## config.mk

```make
export PLATFORM = sky130hd
export DESIGN_NAME = grid_ray_march_column
export DESIGN_NICKNAME = d
export VERILOG_FILES = /design/src/rtl/core/grm_pkg.sv /design/src/rtl/core/grm_front.sv /design/src/rtl/core/grm_queue.sv /design/src/rtl/core/grm_back.sv /design/src/rtl/core/grid_ray_march_column.sv
export SDC_FILE = /design/constraint.sdc
export NUM_CORES = 2
export LEC_CHECK = 0
export BUFFER_PORTS_ARGS = -buffer_cell sky130_fd_sc_hd__buf_4
export CAP_MARGIN = 5
export CORE_MARGIN = 2
export CORE_UTILIZATION = 50
export CTS_BUF_LIST = sky130_fd_sc_hd__clkbuf_16
export CTS_CLUSTER_DIAMETER = 120
export DETAILED_ROUTE_END_ITERATION = 10
export HOLD_SLACK_MARGIN = 0.08
export PLACE_DENSITY = 0.71
export SYNTH_ARGS = -nofsm -noshare
export SYNTH_HDL_FRONTEND = slang
export SYNTH_SLANG_ARGS = --single-unit
```

## constraint.sdc

```tcl
create_clock -name clk -period 12.9 [get_ports clk]
set_input_delay 1.935 -clock clk [delete_from_list [all_inputs] [get_ports clk]]
set_output_delay 1.935 -clock clk [all_outputs]
set_load 0.005 [all_outputs]
```

## src/rtl/core/grm_pkg.sv

```systemverilog
`timescale 1ns / 1ps
`default_nettype none
// ----------------------------------------------------------------------------
// grm_pkg
// Shared constants, types and state codes of the grid ray march column block.
// ----------------------------------------------------------------------------
package grm_pkg;

	// Map and number formats
	localparam int MAP_WIDTH    = 16;
	localparam int MAP_MAX_ROWS = 16;
	localparam int FRAC_BITS    = 8;
	localparam int DIR_FRAC     = 14;

	// Field widths
	localparam int COL_W   = 8;
	localparam int POS_W   = 12;
	localparam int DIR_W   = 16;
	localparam int DIST_W  = 13;
	localparam int ROWS_W  = 8;
	localparam int STEP_W  = 8;
	localparam int MH_W    = 5;
	localparam int SHADE_W = 2;

	// Map storage: four 64-bit registers of four 16-bit rows each
	localparam int MAP_REG_W   = 64;
	localparam int MAP_REGS    = 4;
	localparam int MAP_STRIDE  = 16;
	localparam int MAP_BITS    = MAP_REG_W * MAP_REGS;
	localparam int MAP_IDX_W   = $clog2(MAP_BITS);
	localparam int CELL_IDX_W  = $clog2(MAP_STRIDE);

	// Configuration port
	localparam int CFG_IDX_W  = 3;
	localparam int CFG_DATA_W = MAP_REG_W;
	localparam logic [CFG_IDX_W-1:0] CFG_MAP_A       = 3'd0;
	localparam logic [CFG_IDX_W-1:0] CFG_MAP_B       = 3'd1;
	localparam logic [CFG_IDX_W-1:0] CFG_MAP_C       = 3'd2;
	localparam logic [CFG_IDX_W-1:0] CFG_MAP_D       = 3'd3;
	localparam logic [CFG_IDX_W-1:0] CFG_MAP_HEIGHT  = 3'd4;
	localparam logic [CFG_IDX_W-1:0] CFG_SCREEN_ROWS = 3'd5;
	localparam logic [CFG_IDX_W-1:0] CFG_STEP_LENGTH = 3'd6;
	localparam logic [CFG_IDX_W-1:0] CFG_VIEW_RANGE  = 3'd7;

	// Reset values and limits
	localparam logic [MH_W-1:0]   MAP_HEIGHT_RST  = MH_W'(11);
	localparam logic [ROWS_W-1:0] SCREEN_ROWS_RST = ROWS_W'(35);
	localparam logic [STEP_W-1:0] STEP_LENGTH_RST = STEP_W'(26);
	localparam logic [DIST_W-1:0] VIEW_RANGE_RST  = DIST_W'(4096);
	localparam logic [DIST_W-1:0] VR_MIN          = DIST_W'(256);
	localparam logic [DIST_W-1:0] VR_MAX          = DIST_W'(4096);

	// Datapath widths
	localparam int PROD_W   = DIR_W + DIST_W + 1;
	localparam int PX_W     = PROD_W - DIR_FRAC + 2;
	localparam int CELL_W   = PX_W - 1 - FRAC_BITS;
	localparam int NUM_W    = ROWS_W + FRAC_BITS;
	localparam int REM_W    = DIST_W + 1;
	localparam int DIV_CNT_W = $clog2(NUM_W);

	// Queue between front and back
	localparam int QUEUE_DEPTH = 2;
	localparam int QUEUE_AW    = $clog2(QUEUE_DEPTH);

	// Stream payload widths
	localparam int IN_DATA_W  = 64;
	localparam int OUT_DATA_W = 40;

	typedef struct packed {
		logic [MAP_BITS-1:0] map;
		logic [MH_W-1:0]     map_height;
		logic [ROWS_W-1:0]   screen_rows;
		logic [STEP_W-1:0]   step_length;
		logic [DIST_W-1:0]   view_range;
	} cfg_t;

	typedef struct packed {
		logic [COL_W-1:0]         column;
		logic [POS_W-1:0]         origin_x;
		logic [POS_W-1:0]         origin_y;
		logic signed [DIR_W-1:0]  dir_x;
		logic signed [DIR_W-1:0]  dir_y;
		logic [DIST_W-1:0]        vr;
		logic [STEP_W-1:0]        st;
		logic [MH_W-1:0]          rows_used;
		logic [ROWS_W-1:0]        rows;
	} ray_t;

	typedef struct packed {
		logic               left_map;
		logic [SHADE_W-1:0] shade;
		logic [ROWS_W-1:0]  wall_bottom;
		logic [ROWS_W-1:0]  wall_top;
		logic [DIST_W-1:0]  distance;
		logic [COL_W-1:0]   column_out;
	} result_t;

	typedef enum logic [2:0] {
		BK_IDLE,
		BK_MUL,
		BK_TEST,
		BK_DIV,
		BK_FIN
	} back_state_t;

endpackage
`default_nettype wire

```

## src/rtl/core/grm_front.sv

```systemverilog
`timescale 1ns / 1ps
`default_nettype none
// ----------------------------------------------------------------------------
// grm_front
// Input stage: takes ray transactions and attaches the sanitized settings.
// ----------------------------------------------------------------------------
module grm_front (
	input  wire logic                             clk,
	input  wire logic                             arst_n,
	input  wire logic                             in_valid,
	output logic                                  in_ready,
	input  wire logic [grm_pkg::IN_DATA_W-1:0]    in_data,
	input  wire grm_pkg::cfg_t                    cfg,
	output logic                                  push_valid,
	input  wire logic                             push_ready,
	output grm_pkg::ray_t                         push_ray
);
	import grm_pkg::*;

	ray_t ray_s1;
	logic valid_s1;
	ray_t ray_d;

	always_comb begin
		ray_d.column   = in_data[COL_W-1:0];
		ray_d.origin_x = in_data[COL_W +: POS_W];
		ray_d.origin_y = in_data[COL_W+POS_W +: POS_W];
		ray_d.dir_x    = signed'(in_data[COL_W+2*POS_W +: DIR_W]);
		ray_d.dir_y    = signed'(in_data[COL_W+2*POS_W+DIR_W +: DIR_W]);
		if (cfg.view_range < VR_MIN) begin
			ray_d.vr = VR_MIN;
		end else if (cfg.view_range > VR_MAX) begin
			ray_d.vr = VR_MAX;
		end else begin
			ray_d.vr = cfg.view_range;
		end
		ray_d.st = (cfg.step_length == '0) ? STEP_W'(1) : cfg.step_length;
		ray_d.rows_used = (cfg.map_height > MH_W'(MAP_MAX_ROWS)) ?
			MH_W'(MAP_MAX_ROWS) : cfg.map_height;
		ray_d.rows = (cfg.screen_rows == '0) ? ROWS_W'(1) : cfg.screen_rows;
	end

	assign in_ready   = !valid_s1 || push_ready;
	assign push_valid = valid_s1;
	assign push_ray   = ray_s1;

	always_ff @(posedge clk or negedge arst_n) begin
		if (!arst_n) begin
			valid_s1 <= 1'b0;
		end else if (in_ready) begin
			valid_s1 <= in_valid;
		end
	end

	always_ff @(posedge clk) begin
		if (in_ready && in_valid) begin
			ray_s1 <= ray_d;
		end
	end

endmodule
`default_nettype wire

```

## src/rtl/core/grm_queue.sv

```systemverilog
`timescale 1ns / 1ps
`default_nettype none
// ----------------------------------------------------------------------------
// grm_queue
// Short FIFO of prepared rays between the input stage and the marcher.
// ----------------------------------------------------------------------------
module grm_queue (
	input  wire logic          clk,
	input  wire logic          arst_n,
	input  wire logic          push_valid,
	output logic               push_ready,
	input  wire grm_pkg::ray_t push_ray,
	output logic               pop_valid,
	input  wire logic          pop,
	output grm_pkg::ray_t      pop_ray
);
	import grm_pkg::*;

	ray_t                mem_q [QUEUE_DEPTH];
	logic [QUEUE_AW-1:0] wr_ptr_q;
	logic [QUEUE_AW-1:0] rd_ptr_q;
	logic [QUEUE_AW:0]   count_q;
	logic                do_push;
	logic                do_pop;

	assign push_ready = count_q != (QUEUE_AW+1)'(QUEUE_DEPTH);
	assign pop_valid  = count_q != '0;
	assign pop_ray    = mem_q[rd_ptr_q];
	assign do_push    = push_valid && push_ready;
	assign do_pop     = pop && pop_valid;

	always_ff @(posedge clk or negedge arst_n) begin
		if (!arst_n) begin
			wr_ptr_q <= '0;
			rd_ptr_q <= '0;
			count_q  <= '0;
		end else begin
			if (do_push) begin
				wr_ptr_q <= wr_ptr_q + 1'b1;
			end
			if (do_pop) begin
				rd_ptr_q <= rd_ptr_q + 1'b1;
			end
			if (do_push && !do_pop) begin
				count_q <= count_q + 1'b1;
			end else if (do_pop && !do_push) begin
				count_q <= count_q - 1'b1;
			end
		end
	end

	always_ff @(posedge clk) begin
		if (do_push) begin
			mem_q[wr_ptr_q] <= push_ray;
		end
	end

endmodule
`default_nettype wire

```

## src/rtl/core/grm_back.sv

```systemverilog
`timescale 1ns / 1ps
`default_nettype none
// ----------------------------------------------------------------------------
// grm_back
// Marcher: steps one ray over the wall map, divides for the wall height and
// formats the result into the output register.
// ----------------------------------------------------------------------------
module grm_back (
	input  wire logic                          clk,
	input  wire logic                          arst_n,
	input  wire logic                          pop_valid,
	output logic                               pop,
	input  wire grm_pkg::ray_t                 pop_ray,
	input  wire logic [grm_pkg::MAP_BITS-1:0]  map,
	output logic                               res_valid,
	input  wire logic                          res_ready,
	output grm_pkg::result_t                   res
);
	import grm_pkg::*;

	back_state_t state_q;
	back_state_t state_d;

	ray_t                    ray_q;
	logic [DIST_W-1:0]       d_q;
	logic                    left_q;
	logic signed [PROD_W-1:0] prod_x_q;
	logic signed [PROD_W-1:0] prod_y_q;
	logic [NUM_W-1:0]        num_q;
	logic [REM_W-1:0]        rem_q;
	logic [DIV_CNT_W-1:0]    cnt_q;
	logic                    res_valid_q;
	result_t                 res_q;

	// Step test
	logic signed [PROD_W-1:0] off_x;
	logic signed [PROD_W-1:0] off_y;
	logic signed [PX_W-1:0]   px;
	logic signed [PX_W-1:0]   py;
	logic [CELL_W-1:0]        cx;
	logic [CELL_W-1:0]        cy;
	logic                     outside;
	logic                     wall;
	logic [DIST_W:0]          d_sum;
	logic [DIST_W-1:0]        d_next;

	// Divider and result
	logic [REM_W:0]           rem_sh;
	logic                     rem_ge;
	logic [NUM_W-2:0]         half_h;
	logic [ROWS_W-2:0]        mid;
	logic [NUM_W-1:0]         bot_sum;
	logic [ROWS_W-1:0]        rows_m1;
	logic [DIST_W+1:0]        d4;
	logic [DIST_W+1:0]        d2;
	logic [DIST_W+1:0]        vr3;
	result_t                  res_d;
	logic                     fin_load;
	logic                     test_done;

	always_comb begin
		off_x = prod_x_q >>> DIR_FRAC;
		off_y = prod_y_q >>> DIR_FRAC;
		px = PX_W'(off_x) + signed'(PX_W'({1'b0, ray_q.origin_x}));
		py = PX_W'(off_y) + signed'(PX_W'({1'b0, ray_q.origin_y}));
		cx = px[PX_W-2:FRAC_BITS];
		cy = py[PX_W-2:FRAC_BITS];
		// A negative position floors to a negative cell, which is outside.
		outside = px[PX_W-1] || py[PX_W-1] || (cx >= CELL_W'(MAP_WIDTH)) ||
			(cy >= CELL_W'(ray_q.rows_used));
		wall = map[MAP_IDX_W'({cy[CELL_IDX_W-1:0], cx[CELL_IDX_W-1:0]})];
		test_done = outside || wall || (d_q >= ray_q.vr);
		d_sum  = {1'b0, d_q} + (DIST_W+1)'(ray_q.st);
		d_next = (d_sum > {1'b0, ray_q.vr}) ? ray_q.vr : d_sum[DIST_W-1:0];
	end

	always_comb begin
		rem_sh = {rem_q, num_q[NUM_W-1]};
		rem_ge = rem_sh >= (REM_W+1)'(d_q);
	end

	always_comb begin
		half_h  = num_q[NUM_W-1:1];
		mid     = ray_q.rows[ROWS_W-1:1];
		rows_m1 = ray_q.rows - 1'b1;
		bot_sum = NUM_W'(mid) + NUM_W'(half_h);
		res_d.column_out = ray_q.column;
		res_d.distance   = d_q;
		res_d.left_map   = left_q;
		if (half_h > (NUM_W-1)'(mid)) begin
			res_d.wall_top = '0;
		end else begin
			res_d.wall_top = ROWS_W'(mid) - ROWS_W'(half_h);
		end
		if (bot_sum > NUM_W'(rows_m1)) begin
			res_d.wall_bottom = rows_m1;
		end else begin
			res_d.wall_bottom = bot_sum[ROWS_W-1:0];
		end
		d4  = {d_q, 2'b00};
		d2  = {1'b0, d_q, 1'b0};
		vr3 = {1'b0, ray_q.vr, 1'b0} + (DIST_W+2)'(ray_q.vr);
		if (d4 < (DIST_W+2)'(ray_q.vr)) begin
			res_d.shade = SHADE_W'(0);
		end else if (d2 < (DIST_W+2)'(ray_q.vr)) begin
			res_d.shade = SHADE_W'(1);
		end else if (d4 < vr3) begin
			res_d.shade = SHADE_W'(2);
		end else begin
			res_d.shade = SHADE_W'(3);
		end
	end

	always_ff @(posedge clk or negedge arst_n) begin
		if (!arst_n) begin
			state_q <= BK_IDLE;
		end else begin
			state_q <= state_d;
		end
	end

	always_comb begin
		state_d  = state_q;
		pop      = 1'b0;
		fin_load = 1'b0;
		case (state_q)
			BK_IDLE: begin
				if (pop_valid) begin
					pop     = 1'b1;
					state_d = BK_MUL;
				end
			end
			BK_MUL: begin
				state_d = BK_TEST;
			end
			BK_TEST: begin
				state_d = test_done ? BK_DIV : BK_MUL;
			end
			BK_DIV: begin
				if (cnt_q == DIV_CNT_W'(NUM_W-1)) begin
					state_d = BK_FIN;
				end
			end
			BK_FIN: begin
				if (!res_valid_q || res_ready) begin
					fin_load = 1'b1;
					state_d  = BK_IDLE;
				end
			end
			default: begin
				state_d = BK_IDLE;
			end
		endcase
	end

	always_ff @(posedge clk) begin
		case (state_q)
			BK_IDLE: begin
				ray_q  <= pop_ray;
				left_q <= 1'b0;
				// The first step never passes the range: step < 256 <= range.
				d_q    <= DIST_W'(pop_ray.st);
			end
			BK_MUL: begin
				prod_x_q <= PROD_W'(ray_q.dir_x) * PROD_W'(signed'({1'b0, d_q}));
				prod_y_q <= PROD_W'(ray_q.dir_y) * PROD_W'(signed'({1'b0, d_q}));
			end
			BK_TEST: begin
				num_q <= {ray_q.rows, FRAC_BITS'(0)};
				rem_q <= '0;
				cnt_q <= '0;
				if (outside) begin
					left_q <= 1'b1;
					d_q    <= ray_q.vr;
				end else if (!test_done) begin
					d_q <= d_next;
				end
			end
			BK_DIV: begin
				cnt_q <= cnt_q + 1'b1;
				if (rem_ge) begin
					rem_q <= REM_W'(rem_sh - (REM_W+1)'(d_q));
					num_q <= {num_q[NUM_W-2:0], 1'b1};
				end else begin
					rem_q <= rem_sh[REM_W-1:0];
					num_q <= {num_q[NUM_W-2:0], 1'b0};
				end
			end
			default: begin
			end
		endcase
	end

	always_ff @(posedge clk or negedge arst_n) begin
		if (!arst_n) begin
			res_valid_q <= 1'b0;
		end else if (fin_load) begin
			res_valid_q <= 1'b1;
		end else if (res_ready) begin
			res_valid_q <= 1'b0;
		end
	end

	always_ff @(posedge clk) begin
		if (fin_load) begin
			res_q <= res_d;
		end
	end

	assign res_valid = res_valid_q;
	assign res       = res_q;

endmodule
`default_nettype wire

```

## src/rtl/core/grid_ray_march_column.sv

```systemverilog
`timescale 1ns / 1ps
`default_nettype none
// ----------------------------------------------------------------------------
// grid_ray_march_column
// Fixed-step ray marcher for one screen column over a 16x16 wall bit map.
// ----------------------------------------------------------------------------
// Each input transaction is one ray; each produces exactly one result, in
// order. The marcher works on one ray at a time; each march step passes the
// product register, then the cell test. A ray takes at most
// ceil(view_range / step_length) march steps, fewer when a wall or the map
// edge is met first, followed by the load step, a bit-serial division for
// the wall height and the format step into the output register. An input
// register and a two-entry queue let up to three further rays wait while
// one is marched and its result waits in the output register.
// Configuration may only be written while no ray is in flight.
module grid_ray_march_column (
	input  wire logic                              clk,
	input  wire logic                              arst_n,
	// column, origin_x, origin_y, dir_x, dir_y (lowest bit first)
	input  wire logic [grm_pkg::IN_DATA_W-1:0]     s_axis_tdata,
	input  wire logic                              s_axis_tvalid,
	output logic                                   s_axis_tready,
	// column_out, distance, wall_top, wall_bottom, shade, left_map
	output logic [grm_pkg::OUT_DATA_W-1:0]         m_axis_tdata,
	output logic                                   m_axis_tvalid,
	input  wire logic                              m_axis_tready,
	input  wire logic                              cfg_we,
	input  wire logic [grm_pkg::CFG_IDX_W-1:0]     cfg_index,
	input  wire logic [grm_pkg::CFG_DATA_W-1:0]    cfg_data
);
	import grm_pkg::*;

	logic [MAP_REG_W-1:0] map_a_q;
	logic [MAP_REG_W-1:0] map_b_q;
	logic [MAP_REG_W-1:0] map_c_q;
	logic [MAP_REG_W-1:0] map_d_q;
	logic [MH_W-1:0]      map_height_q;
	logic [ROWS_W-1:0]    screen_rows_q;
	logic [STEP_W-1:0]    step_length_q;
	logic [DIST_W-1:0]    view_range_q;
	cfg_t                 cfg;

	logic    push_valid;
	logic    push_ready;
	ray_t    push_ray;
	logic    pop_valid;
	logic    pop;
	ray_t    pop_ray;
	result_t res;

	always_ff @(posedge clk or negedge arst_n) begin
		if (!arst_n) begin
			map_a_q       <= '0;
			map_b_q       <= '0;
			map_c_q       <= '0;
			map_d_q       <= '0;
			map_height_q  <= MAP_HEIGHT_RST;
			screen_rows_q <= SCREEN_ROWS_RST;
			step_length_q <= STEP_LENGTH_RST;
			view_range_q  <= VIEW_RANGE_RST;
		end else if (cfg_we) begin
			case (cfg_index)
				CFG_MAP_A:       map_a_q       <= cfg_data;
				CFG_MAP_B:       map_b_q       <= cfg_data;
				CFG_MAP_C:       map_c_q       <= cfg_data;
				CFG_MAP_D:       map_d_q       <= cfg_data;
				CFG_MAP_HEIGHT:  map_height_q  <= cfg_data[MH_W-1:0];
				CFG_SCREEN_ROWS: screen_rows_q <= cfg_data[ROWS_W-1:0];
				CFG_STEP_LENGTH: step_length_q <= cfg_data[STEP_W-1:0];
				CFG_VIEW_RANGE:  view_range_q  <= cfg_data[DIST_W-1:0];
				default: begin
				end
			endcase
		end
	end

	always_comb begin
		cfg.map         = {map_d_q, map_c_q, map_b_q, map_a_q};
		cfg.map_height  = map_height_q;
		cfg.screen_rows = screen_rows_q;
		cfg.step_length = step_length_q;
		cfg.view_range  = view_range_q;
	end

	grm_front u_front (
		.clk        (clk),
		.arst_n     (arst_n),
		.in_valid   (s_axis_tvalid),
		.in_ready   (s_axis_tready),
		.in_data    (s_axis_tdata),
		.cfg        (cfg),
		.push_valid (push_valid),
		.push_ready (push_ready),
		.push_ray   (push_ray)
	);

	grm_queue u_queue (
		.clk        (clk),
		.arst_n     (arst_n),
		.push_valid (push_valid),
		.push_ready (push_ready),
		.push_ray   (push_ray),
		.pop_valid  (pop_valid),
		.pop        (pop),
		.pop_ray    (pop_ray)
	);

	grm_back u_back (
		.clk       (clk),
		.arst_n    (arst_n),
		.pop_valid (pop_valid),
		.pop       (pop),
		.pop_ray   (pop_ray),
		.map       (cfg.map),
		.res_valid (m_axis_tvalid),
		.res_ready (m_axis_tready),
		.res       (res)
	);

	assign m_axis_tdata = OUT_DATA_W'(res);

endmodule
`default_nettype wire

```

**Yosys cells after proc, flatten, opt, wreduce, memory -nomap -nowiden**

Memories as Yosys holds them, arrays and structs flattened.
Index checks and enable logic that the tools add are counted.

- Input port bits: 136
- ROM bits: 0
- Memories: 1
- Flip-flop bits (word level): 643
- Bits in latches: 0
- Logic and storage cells: 165
- Bits in writable memories: 196

- Add/sub/neg operators: 13
- $lt $le $gt $ge: 14
- Bitwise operators: 0
- Multiply operators: 2
- Shift-type cells: 0
- Multiplexer cells: 32
- Div/mod/pow operators: 0
- Eq/ne operators: 18
- Reductions and logical operators: 38

Memories:

| memory | words | bits a word | read ports | clocked after Yosys merged registers in | write ports | line | text |
|---|---|---|---|---|---|---|---|
| u_queue.mem_q | 2 | 98 | 1 | 0 | 1 | grm_queue.sv:19 | `ray_t mem_q [QUEUE_DEPTH];` |

Operators with widths:

| cell | number |
|---|---|
| 16-bit by 14-bit multiplier with 30-bit output | 2 |
| 13-bit two-way mux | 4 |
| 16-bit by 13-bit adder with 17-bit output | 2 |
| 16-bit one-hot mux with 2 select lines | 1 |
| 14-bit one-hot mux with 2 select lines | 1 |
| 13-bit one-hot mux with 2 select lines | 1 |
| 2-bit AND reduction | 10 |
| 7-bit by 15-bit adder with 16-bit output | 1 |
| 16-bit by 8-bit > comparator with 1-bit output | 1 |
| 8-bit zero test | 2 |
| 14-bit by 13-bit adder with 15-bit output | 1 |
| 3-bit equality test, second input constant | 5 |
| 15-bit by 13-bit greater-or-equal comparator with 1-bit output | 1 |
| 15-bit by 7-bit > comparator with 1-bit output | 1 |
| 15-bit by 13-bit < comparator with 1-bit output | 1 |
| 15-bit < comparator | 1 |
| 3-bit one-hot mux with 5 select lines | 1 |
| 13-bit by 8-bit adder with 14-bit output | 1 |
| 14-bit by 13-bit > comparator with 1-bit output | 1 |
| 14-bit by 13-bit < comparator with 1-bit output | 1 |
| 14-bit two-way mux | 1 |
| 14-bit by 13-bit subtractor with 14-bit output | 1 |
| 13-bit greater-or-equal comparator | 1 |
| 13-bit > comparator, second input constant | 1 |
| other kinds (31) | 74 |

**Longest topological paths before layout**

- Depth after elaboration: 9
- Depth in mapped cells: 26
- Mapped depth without buffers: 25

**By module**

From an unflattened synthesis, not the netlist that was laid out.

- Cells, all modules: 4,322
- Area, all modules: 53,427.5 um2

Modules (own cells, without submodules):

| module | cells each | instances | sequential area each (um2) | area an instance (um2) |
|---|---|---|---|---|
| grm_back | 3,234 | 1 | 6,646.4 | 31,093.6 |
| grid_ray_march_column | 621 | 1 | 7,269.5 | 11,811.3 |
| grm_queue | 323 | 1 | 5,985.7 | 7,294.5 |
| grm_front | 144 | 1 | 2,967.8 | 3,228.1 |

**Least setup slack after synthesis**

Ideal clock, no wire load.

- Path kind: register to register
- Start: reg u_back.state_q[1]
- End: reg u_queue.count_q[1]
- Data required time: 12.821 ns
- Slack: 3.372 ns
- Cell stages (with the launch flop): 7
- Buffers on the path: 0
- Arrival time: 9.448 ns
- Cell sequence: dfrtp_1 nor3_1 o21ai_0 ha_1 xor2_1 nor2_1 xor2_1

- Word-level cells in the longest chain between the ends: 6
- Elaborated cells on any way between the ends: 8
- Classes of those cells: 2 x mux; 6 x reduce/logical

Ends and longest elaborated chain:

| item | line | text |
|---|---|---|
| start, declared | grm_back.sv:21 | `back_state_t state_q;` |
| start signal, assigned | grm_back.sv:118 | `state_q <= state_d;` |
| 3-bit zero test * | grm_back.sv:126 | `case (state_q)` |
| 1-bit two-way mux * | grm_back.sv:126 |  |
| 1-bit logical AND * | grm_queue.sv:30 | `assign do_pop = pop && pop_valid;` |
| 1-bit zero test | grm_queue.sv:44 | `if (do_push && !do_pop) begin` |
| 1-bit logical AND | grm_queue.sv:44 |  |
| 2-bit two-way mux or 2-bit nonzero test (tied branches) | - |  |
| end signal, assigned | grm_queue.sv:45 | `count_q <= count_q + 1'b1;` |
| end signal, assigned | grm_queue.sv:47 | `count_q <= count_q - 1'b1;` |
| end, declared | grm_queue.sv:22 | `logic [QUEUE_AW:0] count_q;` |

Every way passes the cells marked *; elsewhere a longest branch is shown, timed or not.
A chain may end at the register's enable or synchronous reset.

**Final worst setup path**

- Start: reg u_back.d_q[4]
- End: reg u_back.prod_x_q[29], data pin

- Word-level cells in the longest chain between the ends: 1

Ends and longest elaborated chain:

| item | line | text |
|---|---|---|
| start, declared | grm_back.sv:25 | `logic [DIST_W-1:0] d_q;` |
| start signal, assigned | grm_back.sv:162 | `d_q <= DIST_W'(pop_ray.st);` |
| start signal, assigned | grm_back.sv:174 | `d_q <= ray_q.vr;` |
| start signal, assigned | grm_back.sv:176 | `d_q <= d_next;` |
| 16-bit by 14-bit multiplier with 30-bit output | grm_back.sv:165 | `prod_x_q <= PROD_W'(ray_q.dir_x) * PROD_W'(signed'({1'b0, d_q}));` |
| end signal, assigned | grm_back.sv:165 |  |
| end, declared | grm_back.sv:27 | `logic signed [PROD_W-1:0] prod_x_q;` |

No other way between the ends.

==> summary.txt <==
Global route
  – First-pass GRT wire length: around 190 mm
  – Global-route usage over all layers: ~22%
  – Largest net degree at the start of global routing: 99
  – Number of antenna violations at the first check in global routing: 1
  – Number of global-route vias before repair: between 30000 and 40000
  – GRT overflow: 0

Timing
  – RSZ-0062 raised after global routing: false
  – Number of failing setup endpoints in the final timing report: 0
  – Setup TNS: 0 ps
  – Period Utilization, post-route: a little under three fifths
  – Highest clock frequency the design can meet: approximately 140 MHz
  – Number of hold violations in the final report: 0
  – Period minus WS final: roughly 7300 ps
  – Worst Clk Skew: 30.1 ps
  – Max-slew violation total from the final report: 0
  – Worst rel slew slack: about 18%
  – Worst Max-Slew Pin Slew: about 1200 ps

Floorplanning
  – Number of standard-cell rows in the floorplan: 117
  – Initial Util: 50.6%
  – Area enclosed by the die boundary: ~110000 um^2
  – I/O pin cnt: approximately 180
  – Horizontal die dimension: 325 um
  – Die Span Y: roughly 330 um
  – Area of the core region: 102000 um^2

Logic synthesis
  – Async SR Flop Fraction: between 30% and 40%
  – Total nets after synthesis: 5088
  – Dominant synthesized flop cell: sky130_fd_sc_hd__edfxtp_1
  – Yosys Warn Count: 0
  – Sequential-to-total area share from yosys stat: between 40% and 50%
  – Area of the mapped netlist: around 52000 um^2
  – Mapped Cells: approximately 4200
  – Number of unique standard cell types used by synthesis: 94
  – Mean instance size in the synthesized netlist: 12.2 um^2
  – Post-synthesis register bit count: between 800 and 900
  – Post-synth EDFFs: between 500 and 600

Worst hold path
  – Critical hold path startpoint: u_back.ray_q[92]$_DFFE_PP_
  – Worst min path class: flip-flop to flip-flop

Final layout
  – Area growth from synthesis to layout: 10.7%
  – Leading cell type in the layout, fill and taps excluded: sky130_fd_sc_hd__inv_1
  – Fillers: around 8500
  – Share of layout cells above drive strength 1: ~18%
  – Number of antenna diodes: 0
  – Final layout net count: approximately 5200
  – Most used cells in the layout excluding fill and tap cells: 593 x sky130_fd_sc_hd__inv_1, 512 x sky130_fd_sc_hd__edfxtp_1, 407 x sky130_fd_sc_hd__fa_1

Clocking
  – Clock latency on the worst-skew pair: 680 ps
  – Clock tree sinks: 811
  – Post CTS Setup Buffer Count: 0
  – Hold bufs inserted after CTS: 0
  – Clock-pin slew on the worst setup and hold paths: 60 ps
  – Root buffer cell: sky130_fd_sc_hd__clkbuf_16
  – Clock tree from TritonCTS: yes
  – Number of gates given a new drive strength after cts: 0
  – Clock buffers created by TritonCTS: between 80 and 90
  – Clock tree buffer depth: 3
  – Depth of the CTS H-tree: 3

Placement
  – Final weighted congestion in routability-driven placement: between 0.8 and 0.9
  – Count of buffers from port buffering: around 180
  – Sum of net half-perimeters after detailed placement: ~81 mm

Route
  – Routed vias/inst: between 5 and 6
  – Detailed Route WL: approximately 110 mm
  – Detailed-route DRC error count: 0
  – Remaining antenna violation count: 0
  – Vias after detailed routing: about 32000
  – Number of design-rule violations left by the first detailed-router iteration: approximately 2200
  – Wirelength per Cell: between 15 and 20 um
  – Pre-Repair DR Iteration Count: 6

Setup path
  – Arrival time of data at the critical path endpoint: about 7800 ps
  – Launch point of the worst path: u_back.d_q[4]$_DFFE_PP_
  – Startpoint Class: flip-flop
  – Critical Path Fanout Max: 39
  – Kind of critical path: flip-flop to flip-flop
  – Critical Path End Type: flip-flop
  – Worst R2R Start: u_back.d_q[4]$_DFFE_PP_
  – Worst endpoint required time: ~13000 ps

Run status
  – Result of the run: complete, no violations

Flow run
  – Number of violations of the max-capacitance limit: 0
-- synthesized netlist by cell type (11+ instances only) --
cell type,number,area [um^2]
sky130_fd_sc_hd__clkbuf_1,158,593
sky130_fd_sc_hd__nor2_1,130,488
sky130_fd_sc_hd__o21bai_1,15,113
sky130_fd_sc_hd__nor3_1,42,210
sky130_fd_sc_hd__and3_1,28,175
sky130_fd_sc_hd__mux2i_1,51,510
sky130_fd_sc_hd__a211oi_1,38,285
sky130_fd_sc_hd__fa_1,407,8150
sky130_fd_sc_hd__o21ai_0,69,345
sky130_fd_sc_hd__a21o_1,43,323
sky130_fd_sc_hd__buf_2,19,95.1
sky130_fd_sc_hd__nor2b_1,27,169
sky130_fd_sc_hd__o21a_1,25,188
sky130_fd_sc_hd__or3_1,11,68.8
sky130_fd_sc_hd__edfxtp_1,512,15400
sky130_fd_sc_hd__nand4_1,26,163
sky130_fd_sc_hd__a311oi_1,15,131
sky130_fd_sc_hd__a21oi_1,100,500
sky130_fd_sc_hd__xor2_1,19,166
sky130_fd_sc_hd__o22ai_1,11,68.8
sky130_fd_sc_hd__mux2_2,396,4460
sky130_fd_sc_hd__nand2b_1,24,150
sky130_fd_sc_hd__inv_1,575,2160
sky130_fd_sc_hd__xnor2_1,78,683
sky130_fd_sc_hd__and2_1,230,1440
sky130_fd_sc_hd__dfrtp_1,289,7230
sky130_fd_sc_hd__nand2_1,343,1290
sky130_fd_sc_hd__a221oi_1,11,96.3
sky130_fd_sc_hd__ha_1,300,3750
sky130_fd_sc_hd__nand3_1,61,305
sky130_fd_sc_hd__o211ai_1,15,113
-- routing by layer --
layer  share of wire (%)  vias up  GRT usage [%]
li1                    -    14609              -
met1                  43    16126           29.7
met2                  48      731           37.1
met3                 5.4      181           3.90
met4                 2.9        0           6.81
met5                   0        -              0
-- worst paths after layout --
kind,to,slack (ps),cells past startpoint
max in group asynchronous,u_queue.rd_ptr_q$_DFFE_PN0P_,9270,3
setup / recovery,u_back.prod_x_q[29]$_DFFE_PP_,5560,26
setup reg to reg,u_back.prod_x_q[29]$_DFFE_PP_,5560,26
min in group asynchronous,map_b_q[27]$_DFFE_PN0P_,1270,1
hold / removal,u_back.res[2]$_DFFE_PP_,420,0
hold reg to reg,u_back.res[2]$_DFFE_PP_,420,0
-- per-stage QoR --
| stage | cell area, um^2 | util, % | cells | hold slack [ps] | setup WS (ps) |
|---|---|---|---|---|---|
| 3_3_place_gp | 54300 | 53.2 | 5643 | 402 | 5620 |
| 3_5_place_dp | 54300 | 53.2 | 5643 | 407 | 5570 |
| 2_1_floorplan | 51700 | - | 4245 | 400 | 3370 |
| 5_1_grt | 57200 | 56.0 | 5802 | 432 | 5080 |
| 6_report | 57200 | 56.0 | 5802 | 420 | 5560 |
| 4_1_cts | 57200 | 56.0 | 5802 | 422 | 5520 |
-- kinds of logic (layout without fill, tap and decap cells) --
kind of cell | after synthesis | count (layout) | synth area share (%)
AND/OR/NAND/NOR | 973 | 973 | 9.40
XOR/XNOR | 98 | 98 | 1.68
AO/OA/AOI/OAI | 429 | 429 | 5.72
flip-flops | 811 | 811 | 44.3
multiplexers | 459 | 459 | 10.2
adder cells (fa/ha/maj) | 707 | 707 | 23.0
buffers and inverters | 768 | 957 | 5.74
-- critical path, stage by stage, from the launching register on --
cell	delay, ps
sky130_fd_sc_hd__edfxtp_1	360
sky130_fd_sc_hd__buf_4	270
sky130_fd_sc_hd__and2_1	230
sky130_fd_sc_hd__fa_1	530
sky130_fd_sc_hd__inv_1	50
sky130_fd_sc_hd__fa_1	530
sky130_fd_sc_hd__inv_1	60
sky130_fd_sc_hd__fa_1	500
sky130_fd_sc_hd__inv_1	50
sky130_fd_sc_hd__fa_1	470
sky130_fd_sc_hd__inv_1	50
sky130_fd_sc_hd__fa_1	530
sky130_fd_sc_hd__inv_1	50
sky130_fd_sc_hd__fa_1	530
sky130_fd_sc_hd__inv_1	40
sky130_fd_sc_hd__ha_1	190
sky130_fd_sc_hd__a211oi_1	170
sky130_fd_sc_hd__nand2_1	90
sky130_fd_sc_hd__a2111oi_0	510
sky130_fd_sc_hd__o211ai_1	400
sky130_fd_sc_hd__a31oi_1	400
sky130_fd_sc_hd__a211oi_1	140
sky130_fd_sc_hd__o21ai_0	330
sky130_fd_sc_hd__a21oi_1	160
sky130_fd_sc_hd__o21a_1	210
sky130_fd_sc_hd__nor2_1	120
sky130_fd_sc_hd__xnor2_1	80
-- flip-flops by register name, summed over array words and instances (netlist names), 40 cells and up --
signal / count
map_d_q: 64
map_b_q: 64
u_back.res: 40
u_front.push_ray: 98
u_back.ray_q: 91
u_queue.mem_q: 196
map_a_q: 64
map_c_q: 64
-- layout make-up --
| cell class | count | area [um^2] | area share, % |
|---|---|---|---|
| Multi-Input combinational cell | 2666 | 25900 | 45.3 |
| Sequential cell | 811 | 22900 | 40.0 |
| Inverter | 577 | 2170 | 3.79 |
| Clock buffer | 85 | 2130 | 3.72 |
| Tap cell | 1368 | 1710 | 2.99 |
| Timing Repair Buffer | 221 | 1670 | 2.91 |
| Clock inverter | 74 | 756 | 1.32 |
Power is not shown: default switching activity piles up to over one toggle a cycle in this logic, so the estimate is an artifact.
